--- src/rtl/scmp_pkg.sv ---
// shared constants for the sorted counted multiset pair: field widths,
// command and status codes, parameter defaults
// no dependencies
package scmp_pkg;

	localparam int TABLE_DEPTH_DEF = 16;
	localparam int VALUE_BITS_DEF  = 32;

	localparam int KIND_BITS   = 3;
	localparam int DATA_BITS   = 32;
	localparam int STATUS_BITS = 3;
	localparam int COUNT_BITS  = 16;
	localparam int POS_BITS    = 4;

	// longest run of entry words one command may emit
	localparam int MAX_RUN  = 16;
	localparam int RUN_BITS = $clog2(MAX_RUN + 1);

	typedef logic [KIND_BITS-1:0]   kind_t;
	typedef logic [STATUS_BITS-1:0] status_t;

	localparam kind_t KIND_PUSH  = 3'd0;
	localparam kind_t KIND_POP   = 3'd1;
	localparam kind_t KIND_CLEAR = 3'd2;
	localparam kind_t KIND_LIST  = 3'd3;
	localparam kind_t KIND_ISECT = 3'd4;

	localparam status_t STAT_INSERTED = 3'd0;
	localparam status_t STAT_COUNTED  = 3'd1;
	localparam status_t STAT_FULL     = 3'd2;
	localparam status_t STAT_EMPTY    = 3'd3;
	localparam status_t STAT_POPPED   = 3'd4;
	localparam status_t STAT_ENTRY    = 3'd5;
	localparam status_t STAT_CLEARED  = 3'd6;

endpackage

--- src/rtl/scmp_if.sv ---
// valid/ready channel interfaces for command words and result words
// depends on scmp_pkg
interface scmp_item_if import scmp_pkg::*; ();
	logic                        valid;
	logic                        ready;
	kind_t                       kind;
	logic                        list_sel;
	logic signed [DATA_BITS-1:0] value;

	modport source (output valid, kind, list_sel, value, input ready);
	modport sink (input valid, kind, list_sel, value, output ready);
endinterface

interface scmp_result_if import scmp_pkg::*; ();
	logic                        valid;
	logic                        ready;
	status_t                     status;
	logic signed [DATA_BITS-1:0] out_value;
	logic [COUNT_BITS-1:0]       out_count;
	logic [POS_BITS-1:0]         position;
	logic                        last;

	modport source (output valid, status, out_value, out_count, position, last, input ready);
	modport sink (input valid, status, out_value, out_count, position, last, output ready);
endinterface

--- src/rtl/scmp_ram.sv ---
// generic single-port-write, single-port-read ram with registered read data
// no dependencies
module scmp_ram #(
	parameter int WIDTH = 48,
	parameter int DEPTH = 16,
	localparam int AW = (DEPTH > 1) ? $clog2(DEPTH) : 1
) (
	input  logic             clk,
	input  logic             we,
	input  logic [AW-1:0]    waddr,
	input  logic [WIDTH-1:0] wdata,
	input  logic             re,
	input  logic [AW-1:0]    raddr,
	output logic [WIDTH-1:0] rdata
);

	logic [WIDTH-1:0] mem_q [DEPTH];
	logic [WIDTH-1:0] rdata_q;

	always_ff @(posedge clk) begin
		if (we) begin
			mem_q[waddr] <= wdata;
		end
		if (re) begin
			rdata_q <= mem_q[raddr];
		end
	end

	assign rdata = rdata_q;

endmodule

--- src/rtl/sorted_counted_multiset_pair_core.sv ---
// two sorted tables of distinct signed values with repeat counts
// top level; depends on scmp_pkg, scmp_if and scmp_ram
//
// usage: command words arrive on item (push, pop smallest, clear, list,
// intersect), result words leave on result. every accepted command except an
// unknown kind gives one or more result words, the final one marked by last.
// item.ready is high only while no command is in progress; a command is
// taken at a valid and ready edge. each table lives in its own ram with one
// read and one write port, so walks proceed one entry per cycle unless stalled:
//   push       search, shift up, write
//   pop        read head, shift down
//   clear      zero the length, then report
//   list       a run of n words (n at most 16)
//   intersect  merge walk over both tables
// read entries reach result via the ram read register, then the output register.
// results sit in an output register; while the receiver holds ready low
// the walk pauses with its read data held, nothing is dropped. the next
// command may be taken while the final word still waits there.
// reset empties both tables at once (lengths go to zero); ram contents are
// not cleared and are never read beyond a table's length.
module sorted_counted_multiset_pair_core
	import scmp_pkg::*;
#(
	parameter int TABLE_DEPTH = TABLE_DEPTH_DEF,
	parameter int VALUE_BITS  = VALUE_BITS_DEF
) (
	input logic           clk,
	input logic           arst_n,
	scmp_item_if.sink     item,
	scmp_result_if.source result
);

	localparam int AW = $clog2(TABLE_DEPTH);
	localparam int LW = $clog2(TABLE_DEPTH + 1);
	localparam int EW = VALUE_BITS + COUNT_BITS;
	localparam logic [LW-1:0] DEPTH_L = LW'(TABLE_DEPTH);

	localparam logic [3:0] ST_IDLE  = 4'd0;
	localparam logic [3:0] ST_SRCH  = 4'd1;
	localparam logic [3:0] ST_SHUP  = 4'd2;
	localparam logic [3:0] ST_PUT   = 4'd3;
	localparam logic [3:0] ST_POPHD = 4'd4;
	localparam logic [3:0] ST_POPSH = 4'd5;
	localparam logic [3:0] ST_LIST  = 4'd6;
	localparam logic [3:0] ST_ISECT = 4'd7;
	localparam logic [3:0] ST_IFIN  = 4'd8;
	localparam logic [3:0] ST_RESP  = 4'd9;

	logic [3:0]            state_q, state_d;
	logic [LW-1:0]         len_q [2];
	logic [LW-1:0]         len_d [2];
	logic                  sel_q, sel_d;
	logic [VALUE_BITS-1:0] val_q, val_d;
	logic [LW-1:0]         j_q, j_d;
	logic [LW-1:0]         b_q, b_d;
	logic [LW-1:0]         p_q, p_d;
	logic [RUN_BITS-1:0]   n_q, n_d;
	status_t               rstat_q, rstat_d;
	logic [VALUE_BITS-1:0] pend_val_q, pend_val_d;
	logic [COUNT_BITS-1:0] pend_cnt_q, pend_cnt_d;
	logic [POS_BITS-1:0]   pend_pos_q, pend_pos_d;

	logic                  ovalid_q;
	status_t               ostat_q, ostat_d;
	logic [DATA_BITS-1:0]  oval_q, oval_d;
	logic [COUNT_BITS-1:0] ocnt_q, ocnt_d;
	logic [POS_BITS-1:0]   opos_q, opos_d;
	logic                  olast_q, olast_d;
	logic                  out_ld;
	logic                  out_free;

	logic          re [2];
	logic          we [2];
	logic [AW-1:0] raddr [2];
	logic [AW-1:0] waddr [2];
	logic [EW-1:0] wdata [2];
	logic [EW-1:0] rdata [2];

	logic                  in_fire;
	logic [VALUE_BITS-1:0] in_val;
	logic [LW-1:0]         len_in;
	logic [LW-1:0]         len_cur;
	logic [EW-1:0]         cur;
	logic [VALUE_BITS-1:0] cur_val;
	logic [COUNT_BITS-1:0] cur_cnt;
	logic [COUNT_BITS-1:0] cnt_inc;
	logic                  cur_lt;
	logic [VALUE_BITS-1:0] va, vb;
	logic [COUNT_BITS-1:0] ca, cb;
	logic                  a_lt, b_lt, match;
	logic [LW-1:0]         a_nx, b_nx;
	logic                  list_end;

	function automatic logic [DATA_BITS-1:0] to_out(input logic [VALUE_BITS-1:0] v);
		return DATA_BITS'($signed(v));
	endfunction

	for (genvar t = 0; t < 2; t++) begin : g_tbl
		scmp_ram #(
			.WIDTH(EW),
			.DEPTH(TABLE_DEPTH)
		) u_ram (
			.clk  (clk),
			.we   (we[t]),
			.waddr(waddr[t]),
			.wdata(wdata[t]),
			.re   (re[t]),
			.raddr(raddr[t]),
			.rdata(rdata[t])
		);
	end

	assign item.ready = (state_q == ST_IDLE);
	assign in_fire    = item.valid && item.ready;
	// wider settings take the word as unsigned, narrower ones keep only its low bits
	assign in_val     = VALUE_BITS'($unsigned(item.value));
	assign len_in     = len_q[item.list_sel];
	assign len_cur    = len_q[sel_q];

	assign cur     = rdata[sel_q];
	assign cur_val = cur[EW-1:COUNT_BITS];
	assign cur_cnt = cur[COUNT_BITS-1:0];
	assign cnt_inc = (cur_cnt == '1) ? cur_cnt : cur_cnt + 1'b1;
	assign cur_lt  = $signed(cur_val) < $signed(val_q);

	assign va    = rdata[0][EW-1:COUNT_BITS];
	assign vb    = rdata[1][EW-1:COUNT_BITS];
	assign ca    = rdata[0][COUNT_BITS-1:0];
	assign cb    = rdata[1][COUNT_BITS-1:0];
	assign a_lt  = $signed(va) < $signed(vb);
	assign b_lt  = $signed(vb) < $signed(va);
	assign match = !a_lt && !b_lt;
	assign a_nx  = j_q + LW'(a_lt || match);
	assign b_nx  = b_q + LW'(b_lt || match);

	assign list_end = (j_q + 1'b1 == len_cur) || (j_q == LW'(MAX_RUN - 1));
	assign out_free = !ovalid_q || result.ready;

	always_comb begin
		state_d    = state_q;
		len_d      = len_q;
		sel_d      = sel_q;
		val_d      = val_q;
		j_d        = j_q;
		b_d        = b_q;
		p_d        = p_q;
		n_d        = n_q;
		rstat_d    = rstat_q;
		pend_val_d = pend_val_q;
		pend_cnt_d = pend_cnt_q;
		pend_pos_d = pend_pos_q;
		for (int t = 0; t < 2; t++) begin
			re[t]    = 1'b0;
			raddr[t] = '0;
			we[t]    = 1'b0;
			waddr[t] = '0;
			wdata[t] = '0;
		end
		out_ld  = 1'b0;
		ostat_d = STAT_EMPTY;
		oval_d  = '0;
		ocnt_d  = '0;
		opos_d  = '0;
		olast_d = 1'b1;

		case (state_q)
			ST_IDLE: begin
				if (in_fire) begin
					sel_d = item.list_sel;
					val_d = in_val;
					j_d   = '0;
					b_d   = '0;
					p_d   = '0;
					n_d   = '0;
					case (item.kind)
						KIND_PUSH: begin
							if (len_in == '0) begin
								state_d = ST_PUT;
							end else begin
								re[item.list_sel] = 1'b1;
								state_d = ST_SRCH;
							end
						end
						KIND_POP: begin
							if (len_in == '0) begin
								rstat_d = STAT_EMPTY;
								state_d = ST_RESP;
							end else begin
								re[item.list_sel] = 1'b1;
								state_d = ST_POPHD;
							end
						end
						KIND_CLEAR: begin
							if (len_in == '0) begin
								rstat_d = STAT_EMPTY;
							end else begin
								len_d[item.list_sel] = '0;
								rstat_d = STAT_CLEARED;
							end
							state_d = ST_RESP;
						end
						KIND_LIST: begin
							if (len_in == '0) begin
								rstat_d = STAT_EMPTY;
								state_d = ST_RESP;
							end else begin
								re[item.list_sel] = 1'b1;
								state_d = ST_LIST;
							end
						end
						KIND_ISECT: begin
							if (len_q[0] == '0 || len_q[1] == '0) begin
								rstat_d = STAT_EMPTY;
								state_d = ST_RESP;
							end else begin
								re[0] = 1'b1;
								re[1] = 1'b1;
								state_d = ST_ISECT;
							end
						end
						default: begin
							state_d = ST_IDLE;
						end
					endcase
				end
			end

			// rdata holds entry j of the selected table
			ST_SRCH: begin
				if (cur_lt && (j_q + 1'b1 != len_cur)) begin
					j_d = j_q + 1'b1;
					re[sel_q] = 1'b1;
					raddr[sel_q] = AW'(j_q + 1'b1);
				end else if (!cur_lt && cur_val == val_q) begin
					if (out_free) begin
						we[sel_q]    = 1'b1;
						waddr[sel_q] = AW'(j_q);
						wdata[sel_q] = {val_q, cnt_inc};
						out_ld  = 1'b1;
						ostat_d = STAT_COUNTED;
						oval_d  = to_out(val_q);
						ocnt_d  = cnt_inc;
						opos_d  = POS_BITS'(j_q);
						state_d = ST_IDLE;
					end
				end else if (len_cur == DEPTH_L) begin
					if (out_free) begin
						out_ld  = 1'b1;
						ostat_d = STAT_FULL;
						oval_d  = to_out(val_q);
						state_d = ST_IDLE;
					end
				end else if (cur_lt) begin
					// larger than every entry: append
					p_d     = len_cur;
					state_d = ST_PUT;
				end else begin
					p_d = j_q;
					j_d = len_cur - 1'b1;
					re[sel_q] = 1'b1;
					raddr[sel_q] = AW'(len_cur - 1'b1);
					state_d = ST_SHUP;
				end
			end

			// move entry j up one slot, walking down to the insert point
			ST_SHUP: begin
				we[sel_q]    = 1'b1;
				waddr[sel_q] = AW'(j_q + 1'b1);
				wdata[sel_q] = cur;
				if (j_q == p_q) begin
					state_d = ST_PUT;
				end else begin
					j_d = j_q - 1'b1;
					re[sel_q] = 1'b1;
					raddr[sel_q] = AW'(j_q - 1'b1);
				end
			end

			ST_PUT: begin
				if (out_free) begin
					we[sel_q]    = 1'b1;
					waddr[sel_q] = AW'(p_q);
					wdata[sel_q] = {val_q, COUNT_BITS'(1)};
					len_d[sel_q] = len_cur + 1'b1;
					out_ld  = 1'b1;
					ostat_d = STAT_INSERTED;
					oval_d  = to_out(val_q);
					ocnt_d  = COUNT_BITS'(1);
					opos_d  = POS_BITS'(p_q);
					state_d = ST_IDLE;
				end
			end

			ST_POPHD: begin
				if (out_free) begin
					out_ld  = 1'b1;
					ostat_d = STAT_POPPED;
					oval_d  = to_out(cur_val);
					ocnt_d  = cur_cnt;
					if (len_cur == LW'(1)) begin
						len_d[sel_q] = '0;
						state_d = ST_IDLE;
					end else begin
						j_d = LW'(1);
						re[sel_q] = 1'b1;
						raddr[sel_q] = AW'(1);
						state_d = ST_POPSH;
					end
				end
			end

			// move entry j down one slot
			ST_POPSH: begin
				we[sel_q]    = 1'b1;
				waddr[sel_q] = AW'(j_q - 1'b1);
				wdata[sel_q] = cur;
				if (j_q + 1'b1 == len_cur) begin
					len_d[sel_q] = len_cur - 1'b1;
					state_d = ST_IDLE;
				end else begin
					j_d = j_q + 1'b1;
					re[sel_q] = 1'b1;
					raddr[sel_q] = AW'(j_q + 1'b1);
				end
			end

			ST_LIST: begin
				if (out_free) begin
					out_ld  = 1'b1;
					ostat_d = STAT_ENTRY;
					oval_d  = to_out(cur_val);
					ocnt_d  = cur_cnt;
					opos_d  = POS_BITS'(j_q);
					olast_d = list_end;
					if (list_end) begin
						state_d = ST_IDLE;
					end else begin
						j_d = j_q + 1'b1;
						re[sel_q] = 1'b1;
						raddr[sel_q] = AW'(j_q + 1'b1);
					end
				end
			end

			// merge walk: j indexes table 0, b indexes table 1; a match is held
			// back one step so the final word can carry last
			ST_ISECT: begin
				if (!(match && n_q != '0 && !out_free)) begin
					if (match) begin
						pend_val_d = va;
						pend_cnt_d = (ca < cb) ? ca : cb;
						pend_pos_d = POS_BITS'(n_q);
						n_d = n_q + 1'b1;
						if (n_q != '0) begin
							out_ld  = 1'b1;
							ostat_d = STAT_ENTRY;
							oval_d  = to_out(pend_val_q);
							ocnt_d  = pend_cnt_q;
							opos_d  = pend_pos_q;
							olast_d = 1'b0;
						end
					end
					j_d = a_nx;
					b_d = b_nx;
					if (a_nx == len_q[0] || b_nx == len_q[1] ||
						(match && n_q == RUN_BITS'(MAX_RUN - 1))) begin
						state_d = ST_IFIN;
					end else begin
						re[0]    = 1'b1;
						re[1]    = 1'b1;
						raddr[0] = AW'(a_nx);
						raddr[1] = AW'(b_nx);
					end
				end
			end

			ST_IFIN: begin
				if (out_free) begin
					out_ld = 1'b1;
					if (n_q != '0) begin
						ostat_d = STAT_ENTRY;
						oval_d  = to_out(pend_val_q);
						ocnt_d  = pend_cnt_q;
						opos_d  = pend_pos_q;
					end
					state_d = ST_IDLE;
				end
			end

			ST_RESP: begin
				if (out_free) begin
					out_ld  = 1'b1;
					ostat_d = rstat_q;
					state_d = ST_IDLE;
				end
			end

			default: begin
				state_d = ST_IDLE;
			end
		endcase
	end

	always_ff @(posedge clk or negedge arst_n) begin
		if (!arst_n) begin
			state_q  <= ST_IDLE;
			len_q[0] <= '0;
			len_q[1] <= '0;
			ovalid_q <= 1'b0;
		end else begin
			state_q <= state_d;
			len_q   <= len_d;
			if (out_ld) begin
				ovalid_q <= 1'b1;
			end else if (result.ready) begin
				ovalid_q <= 1'b0;
			end
		end
	end

	always_ff @(posedge clk) begin
		sel_q      <= sel_d;
		val_q      <= val_d;
		j_q        <= j_d;
		b_q        <= b_d;
		p_q        <= p_d;
		n_q        <= n_d;
		rstat_q    <= rstat_d;
		pend_val_q <= pend_val_d;
		pend_cnt_q <= pend_cnt_d;
		pend_pos_q <= pend_pos_d;
		if (out_ld) begin
			ostat_q <= ostat_d;
			oval_q  <= oval_d;
			ocnt_q  <= ocnt_d;
			opos_q  <= opos_d;
			olast_q <= olast_d;
		end
	end

	assign result.valid     = ovalid_q;
	assign result.status    = ostat_q;
	assign result.out_value = oval_q;
	assign result.out_count = ocnt_q;
	assign result.position  = opos_q;
	assign result.last      = olast_q;

	a_len_bound: assert property (@(posedge clk) disable iff (!arst_n)
		len_q[0] <= DEPTH_L && len_q[1] <= DEPTH_L)
		else $error("table length beyond depth");

	a_no_overwrite: assert property (@(posedge clk) disable iff (!arst_n)
		out_ld |-> out_free)
		else $error("result word loaded over one not yet taken");

	a_unknown_kind: assert property (@(posedge clk) disable iff (!arst_n)
		in_fire && item.kind > KIND_ISECT |=>
		state_q == ST_IDLE && $stable(len_q[0]) && $stable(len_q[1]))
		else $error("unknown command changed state");

	a_shift_addr: assert property (@(posedge clk) disable iff (!arst_n)
		(we[0] && re[0] |-> waddr[0] != raddr[0]) and
		(we[1] && re[1] |-> waddr[1] != raddr[1]))
		else $error("shift reads the slot it writes");

endmodule
--- src/flat_wrapper.sv ---
// flat-port wrapper written by rule: the top's interface ports become plain ports
module sorted_counted_multiset_pair_core_flat import scmp_pkg::*;
#(
	parameter int TABLE_DEPTH = TABLE_DEPTH_DEF,
	parameter int VALUE_BITS  = VALUE_BITS_DEF
)
  (clk, arst_n, item_valid, item_kind, item_list_sel, item_value, item_ready, result_valid, result_status, result_out_value, result_out_count, result_position, result_last, result_ready);
  scmp_item_if item_i ();
  scmp_result_if result_i ();
  input logic clk;
  input logic arst_n;
  input wire logic [$bits(item_i.valid)-1:0] item_valid;
  input wire logic [$bits(item_i.kind)-1:0] item_kind;
  input wire logic [$bits(item_i.list_sel)-1:0] item_list_sel;
  input wire logic [$bits(item_i.value)-1:0] item_value;
  output wire logic [$bits(item_i.ready)-1:0] item_ready;
  output wire logic [$bits(result_i.valid)-1:0] result_valid;
  output wire logic [$bits(result_i.status)-1:0] result_status;
  output wire logic [$bits(result_i.out_value)-1:0] result_out_value;
  output wire logic [$bits(result_i.out_count)-1:0] result_out_count;
  output wire logic [$bits(result_i.position)-1:0] result_position;
  output wire logic [$bits(result_i.last)-1:0] result_last;
  input wire logic [$bits(result_i.ready)-1:0] result_ready;
  assign item_i.valid = item_valid;
  assign item_i.kind = item_kind;
  assign item_i.list_sel = item_list_sel;
  assign item_i.value = item_value;
  assign item_ready = item_i.ready;
  assign result_valid = result_i.valid;
  assign result_status = result_i.status;
  assign result_out_value = result_i.out_value;
  assign result_out_count = result_i.out_count;
  assign result_position = result_i.position;
  assign result_last = result_i.last;
  assign result_i.ready = result_ready;
  sorted_counted_multiset_pair_core #(.TABLE_DEPTH(TABLE_DEPTH), .VALUE_BITS(VALUE_BITS)) u_core (.clk(clk), .arst_n(arst_n), .item(item_i), .result(result_i));
endmodule
--- config.mk ---
export PLATFORM = sky130hd
export DESIGN_NAME = sorted_counted_multiset_pair_core_flat
export DESIGN_NICKNAME = d
export VERILOG_FILES = /design/src/rtl/scmp_pkg.sv /design/src/rtl/scmp_if.sv /design/src/rtl/scmp_ram.sv /design/src/rtl/sorted_counted_multiset_pair_core.sv /design/src/flat_wrapper.sv
export SDC_FILE = /design/constraint.sdc
export NUM_CORES = 2
export LEC_CHECK = 0
export ABC_CLOCK_PERIOD_IN_PS = 19800
export BUFFER_PORTS_ARGS = -buffer_cell sky130_fd_sc_hd__buf_4
export CAP_MARGIN = 10
export CORE_MARGIN = 1.5
export CORE_UTILIZATION = 64
export DETAILED_ROUTE_END_ITERATION = 8
export HOLD_SLACK_MARGIN = 0.02
export PLACE_DENSITY = 0.81
export SLEW_MARGIN = 20
export SYNTH_ARGS = -nofsm -noshare
export SYNTH_HDL_FRONTEND = slang
export SYNTH_SLANG_ARGS = --single-unit
export TNS_END_PERCENT = 20
--- constraint.sdc ---
create_clock -name clk -period 19.8 [get_ports clk]
set_input_delay 0.99 -clock clk [delete_from_list [all_inputs] [get_ports clk]]
set_output_delay 0.99 -clock clk [all_outputs]
set_load 0.005 [all_outputs]
=== Word level (Yosys, flattened, before mapping) ===
Memory sizes are Yosys's and may differ from the RTL's. A register that Yosys moved wholly into a read port is not among the register bits.
Cells that the tools add are included.

* $add $sub $neg: 8
* $lt $le $gt $ge: 8
* Equality and inequality tests: 49
* Multiplexer cells: 186
* Bitwise operators: 15
* Reductions and logical operators: 48

{| class="wikitable"
|+ Operator list
! cell !! count
|-
| two-way mux 96 bit || 4
|-
| AND 96 bit || 3
|-
| two-way mux 32 bit || 9
|-
| one-hot mux 96 bit (3 select lines) || 1
|-
| two-way mux 48 bit || 4
|-
| two-way mux 16 bit || 10
|-
| one-hot mux 32 bit (5 select lines) || 1
|-
| two-way mux 5 bit || 28
|-
| two-way mux 8 bit || 15
|-
| < comparator 32 bit || 3
|-
| two-way mux 4 bit || 24
|-
| one-hot mux 16 bit (5 select lines) || 1
|-
| two-way mux 10 bit || 7
|-
| demux 48 bit (select 1 bit) || 1
|-
| one-hot mux 8 bit (6 select lines) || 1
|-
| two-way mux 2 bit || 21
|-
| two-way mux 3 bit || 14
|-
| AND 8 bit || 5
|-
| one-hot mux 10 bit (4 select lines) || 1
|-
| one-hot mux 4 bit (5 select lines) || 2
|-
| one-hot mux 5 bit (7 select lines) || 1
|-
| equality test 32 bit || 1
|-
| one-hot mux 4 bit (8 select lines) || 1
|-
| one-hot mux 8 bit (4 select lines) || 1
|-
| 62 further kinds || 155
|}

* Bits in registers: 179
* RAM bits: 1536
* Input bits: 40
* Output and inout bits: 58
* Word-level logic and storage cells: 335
* Memories: 2

{| class="wikitable"
|+ Memories
! name !! words !! width !! read ports !! clocked after memory_dff !! write ports !! RTL line !! text
|-
| u_core.g_tbl[0].u_ram.mem_q || 16 || 48 || 1 || 1 || 1 || scmp_ram.sv:17 || <nowiki>logic [WIDTH-1:0] mem_q [DEPTH];</nowiki>
|-
| u_core.g_tbl[1].u_ram.mem_q || 16 || 48 || 1 || 1 || 1 || scmp_ram.sv:17 ||
|}

=== Depth between registers and ports, before layout ===
* Depth in word-level cells: 12
* Gate-level depth with buffers: 28
* Depth with buffers taken out: 23

=== By module ===
A second synthesis with hierarchy kept.

* Cell total of the unflattened synthesis: 3978
* Area total of the unflattened synthesis: 73529.3 sq um

{| class="wikitable"
|+ Modules (own cells, without submodules)
! module !! instances !! cells each !! area an instance (sq um) !! seq. area each (sq um)
|-
| scmp_ram (u_core.g_tbl[0].u_ram) || 1 || 1242 || 30175.2 || 24503.5
|-
| scmp_ram (u_core.g_tbl[1].u_ram) || 1 || 1242 || 30171.4 || 24503.5
|-
| sorted_counted_multiset_pair_core || 1 || 1494 || 13182.6 || 5270.1
|}

=== Worst setup path before layout ===
Ideal clock, no wire load.

* Path kind: register -> register
* Start: register u_core.sel_q
* End: register u_core.olast_q (netlist: u_core.result.last), enable pin
* Library setup time: 518 ps
* Data arrival time: 8055 ps
* Data required time: 19282 ps
* Slack: 11228 ps
* Stages on the path, launching flop included: 20
* Path buffers: 7
* Period minus slack after synthesis: 8572 ps
* Cell sequence: edfxtp_1 buf_6 buf_6 buf_2 buf_1 clkbuf_1 clkbuf_1 mux2_2 ha_1 a41oi_1 o21ai_1 a221o_1 or3_4 nand3_1 buf_2 nor2_1 nor2_1 nand2_1 o211a_1 a2111oi_2

* Word-level cells in the longest chain between the ends: 10
* Elaborated cells between the ends (all ways): 18
* Classes of those cells: 1 x order compare; 3 x eq/ne; 10 x mux; 1 x bitwise; 3 x reduce/logical

{| class="wikitable"
|+ RTL lines
! element !! RTL line !! text
|-
| start: declaration || sorted_counted_multiset_pair_core.sv:52 || <nowiki>logic sel_q, sel_d;</nowiki>
|-
| start signal: assignment || sorted_counted_multiset_pair_core.sv:423 || <nowiki>sel_q <= sel_d;</nowiki>
|-
| inverter 1 -> 2 bit (implied by the code) * || sorted_counted_multiset_pair_core.sv:118, sorted_counted_multiset_pair_core.sv:120 ||
|-
| two-way mux 48 bit (implied by the code) (3 in series) || sorted_counted_multiset_pair_core.sv:120 || <nowiki>assign cur = rdata[sel_q];</nowiki>
|-
| < comparator 32 bit || sorted_counted_multiset_pair_core.sv:124 || <nowiki>assign cur_lt = $signed(cur_val) < $signed(val_q);</nowiki>
|-
| logical NOT 1 bit || sorted_counted_multiset_pair_core.sv:234 || <nowiki>end else if (!cur_lt && cur_val == val_q) begin</nowiki>
|-
| logical AND 1 bit || sorted_counted_multiset_pair_core.sv:234 ||
|-
| two-way mux 1 bit || sorted_counted_multiset_pair_core.sv:234 ||
|-
| two-way mux 1 bit * || sorted_counted_multiset_pair_core.sv:230 || <nowiki>if (cur_lt && (j_q + 1'b1 != len_cur)) begin</nowiki>
|-
| one-hot mux 1 bit (3 select lines) * || sorted_counted_multiset_pair_core.sv:166 || <nowiki>case (state_q)</nowiki>
|-
| named net u_core.out_ld || sorted_counted_multiset_pair_core.sv:69 || <nowiki>logic out_ld;</nowiki>
|-
| end signal: assignment || sorted_counted_multiset_pair_core.sv:438 || <nowiki>olast_q <= olast_d;</nowiki>
|-
| end: declaration || sorted_counted_multiset_pair_core.sv:68 || <nowiki>logic olast_q, olast_d;</nowiki>
|}

The timed path passes the listed nets; every way through them passes the cells marked *. The select of a mux whose other input is x is not followed.
A chain may end at the register's enable or synchronous reset.

=== Worst setup path after layout ===
* Start: register u_core.g_tbl[0].u_ram.rdata_q[47] (read register of u_core.g_tbl[0].u_ram.mem_q)
* End: register u_core.g_tbl[0].u_ram.rdata_q[36] (read register of u_core.g_tbl[0].u_ram.mem_q), data pin

* Word-level cells in the longest chain between the ends: 11
* Elaborated cells between the ends (all ways): 38
* Classes of those cells: 2 x add/sub; 3 x order compare; 3 x eq/ne; 17 x mux; 13 x reduce/logical

{| class="wikitable"
|+ RTL lines
! element !! RTL line !! text
|-
| start: declaration || scmp_ram.sv:18 || <nowiki>logic [WIDTH-1:0] rdata_q;</nowiki>
|-
| < comparator 32 bit, on equally long branches || sorted_counted_multiset_pair_core.sv:130, sorted_counted_multiset_pair_core.sv:131 ||
|-
| logical NOT 1 bit || sorted_counted_multiset_pair_core.sv:132 || <nowiki>assign match = !a_lt && !b_lt;</nowiki>
|-
| logical AND 1 bit || sorted_counted_multiset_pair_core.sv:132 ||
|-
| logical OR 1 bit, on equally long branches || sorted_counted_multiset_pair_core.sv:133, sorted_counted_multiset_pair_core.sv:134 ||
|-
| adder 5 x 1 -> 5 bit, on equally long branches || sorted_counted_multiset_pair_core.sv:133, sorted_counted_multiset_pair_core.sv:134 ||
|-
| equality test 5 bit || sorted_counted_multiset_pair_core.sv:366 || <nowiki>if (a_nx == len_q[0] || b_nx == len_q[1] ||</nowiki>
|-
| logical OR 1 bit (2 in series) || sorted_counted_multiset_pair_core.sv:366 ||
|-
| two-way mux 2 bit / two-way mux 8 bit (equally long branches) || sorted_counted_multiset_pair_core.sv:366 ||
|-
| two-way mux 2 bit / two-way mux 8 bit (equally long branches) || sorted_counted_multiset_pair_core.sv:349 || <nowiki>if (!(match && n_q != '0 && !out_free)) begin</nowiki>
|-
| one-hot mux 2 bit (7 select lines) / one-hot mux 8 bit (6 select lines) (equally long branches) || sorted_counted_multiset_pair_core.sv:166 ||
|}

Parallel ways exist; a longest one is shown, timed or not. The select of a mux whose other input is x is not followed.

==> impl_metrics.py <==
metrics = {
    "outcome": {
        "outcome": "finished, final reports clean",
    },
    "grt": {
        "grt_start_max_net_pins": 171,
        "grt_pass1_vias": 45066,
        "antenna_found_initial": 7,
        "grt_usage": 0.324,
        "gr-total-overflow": 0,
        "grt_pass1_wl_mm": 289,
    },
    "floorplanning": {
        "ioPinCount": 98,
        "die_y_um": 349,
        "rows": 126,
        "die_x_um": 349,
        "core_sq_mm": 0.118,
        "initial_core_util": 0.647,
        "die-area_sq_mm": 0.122,
    },
    "worst_setup_path": {
        "critPathLaunchType": "flop",
        "crit_required_ns": 20.22,
        "cp-end-kind": "flop",
        "critical_path.max_fanout": 100,
        "critical_path_arrival_ns": 8.85,
        "crit_type": "flop to flop",
    },
    "clocking": {
        "cts_setup_buffers": 0,
        "cts_buffers": 172,
        "h-tree-depth": 4,
        "cts_resized": 0,
        "path_clk_slew_ns": 0.07,
        "clockBufferDepth": 3,
        "ctsRootBufferMaster": "clkbuf_16",
        "clkSinkCount": 1810,
        "cts_tree": "done",
        "postCtsHoldBufs": 0,
        "clk_latency_ns": 0.79,
    },
    "placement": {
        "hpwl_mm": 109,
        "io_buffers": 97,
        "gp_congestion": 0.946,
        "dpl_cell_area_sq_mm": 0.0789,
        "pre_cts_slack_ns": 11.57,
    },
    "synthesis": {
        "synth-seq-cells": 1810,
        "postSynthNetCount": 5252,
        "synth-seq-area-share": 0.709,
        "synth_top_cell_by_area": "edfxtp_1",
        "yosysUniqueCellTypes": 105,
        "synth_top_area_frac": 0.704,
        "netlist_area_sq_mm": 0.0766,
        "ys_async_sr_fraction": 0.00829,
        "yosys-top-cells-count": "edfxtp_1, nand2_1, nor2_1",
        "synth_edf_count": 1795,
        "synth_area_leaders": "edfxtp_1, mux2i_1, nand2_1",
        "syn_inst": 5117,
        "syn_area_per_cell_sq_um": 15.0,
        "synthMostInstantiatedCell": "edfxtp_1",
        "yosys_most_used_dff": "edfxtp_1",
        "yosys_warnings": 0,
    },
    "power_and_ir_drop": {
        "p_per_area_mw_per_mm2": 166,
        "ir_drop_v": 0.000133,
        "p_leak_uw": 0.0301,
    },
    "sta": {
        "slew_headroom": 0.227,
        "rsz0062_at_grt": "false",
        "fmax_mhz": 119,
        "worst_clock_skew_ns": 0.0276,
        "setup_viol": 0,
        "fin_crit_ns": 8.43,
        "tightest_slew_ns": 1.16,
        "fin_tns_setup_ns": 0,
        "fin_ws_ns": 11.37,
        "finalHoldViolCount": 0,
        "drv_slew": 0,
        "fin_crit_sh": 0.426,
    },
    "drt": {
        "routed_wl_mm": 197,
        "drt_first_iter_violations": 6647,
        "dr.pass1.iters": 6,
        "routedWlPerCell_um": 28.4,
        "ant_nets": 0,
        "vias_per_cell": 6.61,
        "drc": 0,
        "vias": 45985,
    },
    "cells_and_area": {
        "finish.instance_area_sq_mm": 0.0847,
        "drive_above_1_share": 0.141,
        "diodes": 0,
        "area_growth_pct": 10.6,
        "nets": 5346,
    },
    "min_path": {
        "hold_path_class": "primary input to async pin",
    },
    "run": {
        "cap_violations": 0,
    },
}
==> worst paths after layout <==
check,from,slack [ns],end,cells past startpoint
setup / recovery,u_core.g_tbl[0].u_ram.rdata[47]$_DFFE_PP_,11.37,u_core.g_tbl[0].u_ram.rdata[36]$_DFFE_PP_,23
hold / removal,arst_n,0.08,u_core.len_q[0]$_DFFE_PN0P_,1
setup reg to reg,u_core.g_tbl[0].u_ram.rdata[47]$_DFFE_PP_,11.37,u_core.g_tbl[0].u_ram.rdata[36]$_DFFE_PP_,23
hold reg to reg,u_core.g_tbl[0].u_ram.rdata[25]$_DFFE_PP_,0.49,u_core.pend_val_q[9]$_DFFE_PP_,0
max in group asynchronous,arst_n,19.51,u_core.len_q[3]$_DFFE_PN0P_,1
min in group clk,item_value[11],0.39,u_core.val_q[11]$_DFFE_PP_,1
==> cell families (layout without fill, tap and decap cells) <==
group,count (synthesis),after routing,synth area share
AOI/OAI and AO/OA,799,799,0.0791
adders and majority gates,95,95,0.0155
xor gates and xnor gates,47,47,0.00567
muxes,539,539,0.0814
buffers and inverters,408,646,0.0277
DFF,1810,1810,0.709
and+or+nand+nor,1419,1419,0.0818
==> power by group <==
| group | switching [uW] | internal, uW |
|---|---|---|
| Combinational | 3510 | 1760 |
| Clock | 1420 | 1930 |
| Sequential | 320 | 5110 |
| Total | 5250 | 8800 |
==> placed cells by master (no fill, tap or decap), types with 55 or more instances in the layout <==
| cell | n |
|---|---|
| edfxtp_1 | 1795 |
| nand2_1 | 594 |
| nor2_1 | 383 |
| mux2i_1 | 351 |
| buf_4 | 212 |
| clkbuf_16 | 176 |
| nand3_1 | 175 |
| o21ai_0 | 134 |
| o22ai_1 | 115 |
| inv_1 | 111 |
| ha_1 | 95 |
| a32oi_1 | 82 |
| a21oi_1 | 78 |
| mux2_2 | 70 |
| and2_1 | 58 |
| mux2_1 | 56 |
| a211oi_1 | 55 |
==> cell type report <==
class | count | area (sq um)
Clock buffer | 211 | 4540
Sequential cell | 1810 | 54300
Tap cell | 1600 | 2000
Multi-Input combinational cell | 2899 | 20600
Clock inverter | 107 | 1190
Fill cell | 7111 | 33700
Inverter | 113 | 424
Timing Repair Buffer | 215 | 1650
==> per-layer routing <==
metal,part of all wire,wire length (um),track usage,vias to the layer above
li1,-,-,-,19841
met1,0.38,74500,0.456,22783
met2,0.47,92800,0.508,2916
met3,0.12,22900,0.0631,441
met4,0.035,6940,0.121,4
met5,0.00011,21,0,-
==> state kept, by name, summed over array words and instances, names as in the netlist, 2 cells and up <==
signal,cells
u_core.j_q,5
u_core.len_q,10
u_core.result.status,3
u_core.n_q,5
u_core.pend_pos_q,4
u_core.val_q,32
u_core.state_q,4
u_core.g_tbl.u_ram.rdata,96
u_core.result.position,4
u_core.g_tbl.u_ram.mem_q,1536
u_core.result.out_value,32
u_core.p_q,5
u_core.result.out_count,16
u_core.rstat_q,2
u_core.b_q,5
u_core.pend_val_q,32
u_core.pend_cnt_q,16
==> stage by stage <==
step           std cells  utilization  power, uW  hold WS [ns]
4_1_cts             6954        0.715      14000        0.0431
6_report            6955        0.715      14000        0.0771
5_1_grt             6955        0.715      14600        0.0746
2_1_floorplan       5117            -       8970         0.455
3_5_place_dp        6636        0.667      10600         0.467
3_3_place_gp        6636        0.667      10500         0.459
==> critical path, cell delays in order (launching register included) <==
cell and delay [ns]:
edfxtp_1 0.41, ha_1 0.40, nand4_1 0.22, nor4_2 0.60
a21oi_1 0.16, xnor2_1 0.31, inv_1 0.11, nand2_1 0.10
ha_1 0.18, ha_1 0.28, nand3_1 0.13, xnor2_1 0.28
xnor2_1 0.17, nor4_2 0.06, a221oi_2 0.34, and2_0 0.60
nand2_1 0.20, o21ai_4 0.09, buf_4 0.54, buf_4 0.89
buf_4 0.92, mux4_2 0.42, a32oi_1 0.18, o221ai_1 0.29
Note: power is estimated with default switching activity, not from simulation.
